--- config.mk ---
export PLATFORM = sky130hd
export DESIGN_NAME = ami_ctrl
export DESIGN_NICKNAME = d
export VERILOG_FILES = /design/src/rtl/core/ami_pkg.sv /design/src/rtl/core/ami_ctrl.sv
export SDC_FILE = /design/constraint.sdc
export NUM_CORES = 1
export LEC_CHECK = 0
export BUFFER_PORTS_ARGS = -buffer_cell sky130_fd_sc_hd__clkbuf_2
export CAP_MARGIN = 20
export CELL_PAD_IN_SITES_DETAIL_PLACEMENT = 1
export CELL_PAD_IN_SITES_GLOBAL_PLACEMENT = 2
export CORE_ASPECT_RATIO = 1.2
export CORE_MARGIN = 1
export CORE_UTILIZATION = 32
export CTS_BUF_LIST = sky130_fd_sc_hd__clkbuf_8
export DETAILED_ROUTE_END_ITERATION = 8
export PLACE_DENSITY_LB_ADDON = 0.1
export SYNTH_ARGS = -nofsm -noshare
export SYNTH_HDL_FRONTEND = slang
export SYNTH_SLANG_ARGS = --single-unit
--- constraint.sdc ---
create_clock -name clk -period 2.5 [get_ports clk]
set_input_delay 0.125 -clock clk [delete_from_list [all_inputs] [get_ports clk]]
set_output_delay 0.125 -clock clk [all_outputs]
set_load 0.01 [all_outputs]
--- src/rtl/core/ami_pkg.sv ---
// Shared types, constants and the inversion sequence table for the affine inverse core.
// No dependencies; used by ami_ctrl, ami_dp and affine_matrix_inverse_core.
package ami_pkg;

    localparam int FRAC_BITS = 16;
    localparam int DATA_W    = 32;
    localparam int ADDR_W    = 5;
    localparam int NUM_UOPS  = 39;
    localparam int UOP_W     = 6;
    localparam int ACC_W     = DATA_W + 3;
    localparam int NUM_W     = (2 * FRAC_BITS + 2 > 33) ? 2 * FRAC_BITS + 2 : 33;
    localparam int DCNT_W    = $clog2(NUM_W + 1);

    localparam logic [UOP_W-1:0] LAST_P1  = UOP_W'(20);
    localparam logic [UOP_W-1:0] FIRST_P2 = UOP_W'(21);
    localparam logic [UOP_W-1:0] LAST_UOP = UOP_W'(NUM_UOPS - 1);
    localparam logic [ADDR_W-1:0] INV_ADDR = 5'd19;
    localparam logic [3:0] LAST_INDEX = 4'd15;

    typedef struct packed {
        logic [3:0]        element_index;
        logic signed [31:0] element_value;
        logic              final_element;
    } in_item_t;

    typedef struct packed {
        logic [3:0]        out_index;
        logic signed [31:0] out_value;
        logic              singular;
        logic              last;
    } out_item_t;

    // one product step: acc = (clr ? 0 : acc) +/- round(a*b), optional writeback
    typedef struct packed {
        logic [ADDR_W-1:0] a;
        logic [ADDR_W-1:0] b;
        logic              clr;
        logic              neg;
        logic              wr;
        logic [ADDR_W-1:0] dst;
    } uop_t;

    typedef enum logic [3:0] {
        S_IDLE,
        S_RD,
        S_MUL,
        S_ACC,
        S_CHK,
        S_DIV,
        S_EMIT_RD,
        S_EMIT
    } state_t;

    typedef struct packed {
        logic              load_we;
        uop_t              uop;
        logic              acc_en;
        logic              chk;
        logic              div_start;
        logic              inv_wr;
        logic              emit_sel;
        logic [3:0]        emit_idx;
    } dp_cmd_t;

    typedef struct packed {
        logic sing;
        logic div_done;
    } dp_stat_t;

    // scratch layout: 0..15 matrix, 16+i result i; det and reciprocal share slot 19
    localparam uop_t UOP_TABLE [NUM_UOPS] = '{
        '{5'd5,  5'd10, 1'b1, 1'b0, 1'b0, 5'd0},
        '{5'd6,  5'd9,  1'b0, 1'b1, 1'b1, 5'd16},
        '{5'd2,  5'd9,  1'b1, 1'b0, 1'b0, 5'd0},
        '{5'd1,  5'd10, 1'b0, 1'b1, 1'b1, 5'd17},
        '{5'd1,  5'd6,  1'b1, 1'b0, 1'b0, 5'd0},
        '{5'd2,  5'd5,  1'b0, 1'b1, 1'b1, 5'd18},
        '{5'd6,  5'd8,  1'b1, 1'b0, 1'b0, 5'd0},
        '{5'd4,  5'd10, 1'b0, 1'b1, 1'b1, 5'd20},
        '{5'd0,  5'd10, 1'b1, 1'b0, 1'b0, 5'd0},
        '{5'd2,  5'd8,  1'b0, 1'b1, 1'b1, 5'd21},
        '{5'd2,  5'd4,  1'b1, 1'b0, 1'b0, 5'd0},
        '{5'd0,  5'd6,  1'b0, 1'b1, 1'b1, 5'd22},
        '{5'd4,  5'd9,  1'b1, 1'b0, 1'b0, 5'd0},
        '{5'd5,  5'd8,  1'b0, 1'b1, 1'b1, 5'd24},
        '{5'd1,  5'd8,  1'b1, 1'b0, 1'b0, 5'd0},
        '{5'd0,  5'd9,  1'b0, 1'b1, 1'b1, 5'd25},
        '{5'd0,  5'd5,  1'b1, 1'b0, 1'b0, 5'd0},
        '{5'd1,  5'd4,  1'b0, 1'b1, 1'b1, 5'd26},
        '{5'd0,  5'd16, 1'b1, 1'b0, 1'b0, 5'd0},
        '{5'd4,  5'd17, 1'b0, 1'b0, 1'b0, 5'd0},
        '{5'd8,  5'd18, 1'b0, 1'b0, 1'b1, 5'd19},
        '{5'd19, 5'd16, 1'b1, 1'b0, 1'b1, 5'd16},
        '{5'd19, 5'd17, 1'b1, 1'b0, 1'b1, 5'd17},
        '{5'd19, 5'd18, 1'b1, 1'b0, 1'b1, 5'd18},
        '{5'd19, 5'd20, 1'b1, 1'b0, 1'b1, 5'd20},
        '{5'd19, 5'd21, 1'b1, 1'b0, 1'b1, 5'd21},
        '{5'd19, 5'd22, 1'b1, 1'b0, 1'b1, 5'd22},
        '{5'd19, 5'd24, 1'b1, 1'b0, 1'b1, 5'd24},
        '{5'd19, 5'd25, 1'b1, 1'b0, 1'b1, 5'd25},
        '{5'd19, 5'd26, 1'b1, 1'b0, 1'b1, 5'd26},
        '{5'd16, 5'd12, 1'b1, 1'b1, 1'b0, 5'd0},
        '{5'd20, 5'd13, 1'b0, 1'b1, 1'b0, 5'd0},
        '{5'd24, 5'd14, 1'b0, 1'b1, 1'b1, 5'd28},
        '{5'd17, 5'd12, 1'b1, 1'b1, 1'b0, 5'd0},
        '{5'd21, 5'd13, 1'b0, 1'b1, 1'b0, 5'd0},
        '{5'd25, 5'd14, 1'b0, 1'b1, 1'b1, 5'd29},
        '{5'd18, 5'd12, 1'b1, 1'b1, 1'b0, 5'd0},
        '{5'd22, 5'd13, 1'b0, 1'b1, 1'b0, 5'd0},
        '{5'd26, 5'd14, 1'b0, 1'b1, 1'b1, 5'd30}
    };

endpackage

--- src/rtl/core/ami_ctrl.sv ---
// Sequencer for the affine inverse core: load, product steps, singularity check, divide, emit.
// Depends on ami_pkg; drives ami_dp through dp_cmd_t.
module ami_ctrl (
    input  logic              clk,
    input  logic              rst_n,
    input  logic              in_valid,
    input  logic              in_final,
    output logic              in_ready,
    output logic              out_valid,
    input  logic              out_ready,
    input  ami_pkg::dp_stat_t stat,
    output ami_pkg::dp_cmd_t  cmd
);
    import ami_pkg::*;

    state_t            state_reg, state_next;
    logic [UOP_W-1:0]  cnt_reg, cnt_next;
    logic [3:0]        eidx_reg, eidx_next;

    always_ff @(posedge clk or negedge rst_n)
    begin
        if (!rst_n)
        begin
            state_reg <= S_IDLE;
            cnt_reg   <= '0;
            eidx_reg  <= '0;
        end
        else
        begin
            state_reg <= state_next;
            cnt_reg   <= cnt_next;
            eidx_reg  <= eidx_next;
        end
    end

    always_comb
    begin
        state_next = state_reg;
        cnt_next   = cnt_reg;
        eidx_next  = eidx_reg;
        unique case (state_reg)
            S_IDLE:
            begin
                if (in_valid && in_final)
                begin
                    state_next = S_RD;
                    cnt_next   = '0;
                end
            end
            S_RD:  state_next = S_MUL;
            S_MUL: state_next = S_ACC;
            S_ACC:
            begin
                if (cnt_reg == LAST_P1)
                begin
                    state_next = S_CHK;
                end
                else if (cnt_reg == LAST_UOP)
                begin
                    state_next = S_EMIT_RD;
                    eidx_next  = '0;
                end
                else
                begin
                    state_next = S_RD;
                end
                cnt_next = (cnt_reg == LAST_UOP) ? '0 : cnt_reg + UOP_W'(1);
            end
            S_CHK:
            begin
                eidx_next  = '0;
                state_next = stat.sing ? S_EMIT_RD : S_DIV;
            end
            S_DIV:
            begin
                if (stat.div_done)
                begin
                    state_next = S_RD;
                    cnt_next   = FIRST_P2;
                end
            end
            S_EMIT_RD: state_next = S_EMIT;
            S_EMIT:
            begin
                if (out_ready)
                begin
                    eidx_next  = eidx_reg + 4'd1;
                    state_next = (eidx_reg == LAST_INDEX) ? S_IDLE : S_EMIT_RD;
                end
            end
            default: state_next = S_IDLE;
        endcase
    end

    always_comb
    begin
        cmd           = '0;
        cmd.uop       = UOP_TABLE[cnt_reg];
        cmd.emit_idx  = eidx_reg;
        in_ready      = 1'b0;
        out_valid     = 1'b0;
        unique case (state_reg)
            S_IDLE:
            begin
                in_ready    = 1'b1;
                cmd.load_we = in_valid;
            end
            S_ACC:     cmd.acc_en    = 1'b1;
            S_CHK:
            begin
                cmd.chk       = 1'b1;
                cmd.div_start = !stat.sing;
            end
            S_DIV:     cmd.inv_wr    = stat.div_done;
            S_EMIT_RD: cmd.emit_sel  = 1'b1;
            S_EMIT:
            begin
                cmd.emit_sel = 1'b1;
                out_valid    = 1'b1;
            end
            default: ;
        endcase
    end

endmodule

==> flow_summary.ini <==
[outcome]
status = complete, no violations

[synth]
synth-main-ff-cell = dfrtp_1
synth_area_leaders = dfrtp_1 (19%), ha_1 (12%), a21oi_1 (6.4%)
syn_area_um2 = 1720
synth_fp_nets = 247
synth.yosys.seq_area_share_pct = 18.9
synth_top_area_share_pct = 18.9
syn_inst = 224
synth_commonest_cells = nand2_1 (23), a21oi_1 (22), ha_1 (16)
ys_ff_latch = 13
netlist.top_cell.by_area = dfrtp_1
synth_cell_types = 59
avgSynthCellArea_um2 = 7.68
synthArstFlopShare_pct = 100
ys_warn_count = 0
synth_edf_count = 0
synth.most_common_cell = nand2_1

[cells_and_area]
n_antenna_cell = 0
nFillCells = 656
nNetsFinal = 278
final_layout_size_suffix_gt1_share_pct = 22.8
largest_reg_flops = 6
syn2layout_area_growth_pct = 16.4

[die]
io_pins = 37
rows = 28
die_area_um2 = 5670
initial_core_util_pct = 34.1
die_w_um = 68.9
fp.dieH_um = 82.3
core_um2 = 5040

[place]
dpl.hpwl_mm = 4.11
portBuffers = 36
routabilityCongestion = 0.761

[clock_network]
clock_sinks = 13
cts_tree = yes
cts_root_buffer = clkbuf_8
cts_buffers = 3
htree_levels = 1
cts.clk_slew.worst_paths_ns = 0.06
clkLatencyLatePin_ns = 0.24
cts_buffer_depth = 2
cts_resized = 0

[global_route]
first_global_vias = 1755
grt_overflow = 0
antenna_found_initial = 0
grt_max_degree = 29
grtUsageTotal_pct = 20.9
grt_pass1_wl_mm = 8.90

[job]
cap_violations = 0

[critical_path]
cp.required_ns = 2.38
path_max_fanout = 11
reg2reg_slack_ns = 0.70
critPathArrivalTime_ns = 2.23
path_class = flip-flop to output pin
cp-end-kind = output pin
startpoint_type = flip-flop

[route]
drcViolationCount = 0
drt-vias-per-instance = 5.66
highest_layer = met4
routed-wl-met2_mm = 2.82
drtIter0Drc = 103
routed-wl-met3_um = 108
routed_wl_mm = 5.45
wl_met1_mm = 2.44
wire_per_inst_um = 17.3
first_pass_iters = 4
vias = 1776
ant_nets = 0

[sta]
rsz0062_at_grt = false
fin_crit_sh_pct = 94.0
skew_ns = 0.00264
finalCriticalPeriod_ns = 2.35
tightest_slew_ns = 0.657
finalSetupViolations = 0
hold_viol = 0
slew_violations = 0
max_slew_margin_pct = 56.2
setup_tns_ns = 0
fmax_mhz = 426
hold_ws_ns = 0.188

[worst_hold_path]
hold_path_class = input pin to flip-flop

[pwr]
vdd_drop_max_v = 0.000519
power.total_mw = 2.88
leakage_nw = 0.950
powerDensity_nw_per_um2 = 1440
cell usage in the layout (no fill, tap or decap), types with 3 or more instances in the layout:
cell,count
clkbuf_2,36
nand2_1,23
a21oi_1,22
ha_1,16
dfrtp_1,13
inv_1,12
nor2_1,12
o21ai_0,11
nor2b_1,8
buf_4,8
nand2b_1,6
a22o_1,5
o221ai_1,4
a211o_1,4
a32oi_1,4
nand3_1,4
o21ai_1,4
o2bb2ai_1,3
a211oi_1,3
nor3_1,3
o31ai_1,3
mux2_2,3
mux2i_1,3
nand4_1,3
clkbuf_8,3
worst max-delay path, cell delays in order (launching register included):
cell      delay [ns]
dfrtp_1         0.55
inv_1           0.19
ha_1            0.31
nor2b_1         0.21
a211o_1         0.29
a211oi_1        0.23
nor3_1          0.07
clkbuf_2        0.13
logic make-up after synthesis:
kind of cell / synth area share [%]
buffers and inverters: 8.14
multiplexers: 5.02
flip-flops: 18.9
AO/OA/AOI/OAI: 34.0
AND/OR/NAND/NOR: 22.3
adder cells (fa/ha/maj): 11.6
per-layer routing:
metal,GRT usage (%),vias up
met5,0,-
met1,26.1,860
met3,1.37,6
met2,37.0,25
met4,7.55,0
li1,-,885
power breakdown:
group          internal (mW)  total (mW)  switching [mW]
logic                  0.920        2.16            1.24
registers              0.299       0.540           0.241
clock network          0.108       0.183          0.0750
area by class of cell:
class / count / area, um2 / share of cell area, %
flip-flops and latches: 13 / 325 / 16.2
well taps: 60 / 75.1 / 3.75
clock inverters: 1 / 3.75 / 0.187
multi-input cells: 178 / 1250 / 62.6
repair buffers: 45 / 250 / 12.5
inverters: 14 / 52.6 / 2.62
clock buffers: 3 / 41.3 / 2.06
per-stage QoR:
stage,setup slack [ns],util [%],instances,area (um2)
2_1_floorplan,0.559,-,224,1720
3_3_place_gp,0.494,38.6,309,1950
3_5_place_dp,0.418,38.6,309,1950
4_1_cts,0.157,39.7,314,2000
5_1_grt,0.00187,39.7,314,2000
6_report,0.150,39.7,314,2000
what timing repair did:
item / in CTS / in global routing
hold buffers: 1 / 0
setup buffers: 0 / 0
endpoints found under the hold margin: 13 / 0
final timing paths:
path | startpoint | endpoint | cells past startpoint
worst max-delay path | cnt_reg[1] | cmd[9] | 7
worst min-delay path | in_final | state_reg[0] | 3
worst max register to register | state_reg[0] | cnt_reg[3] | 4
worst min register to register | eidx_reg[3] | eidx_reg[3] | 2
max in group asynchronous | rst_n | eidx_reg[1] | 2
min in group asynchronous | rst_n | state_reg[0] | 2
No activity file was read; power rests on OpenSTA's default activity.
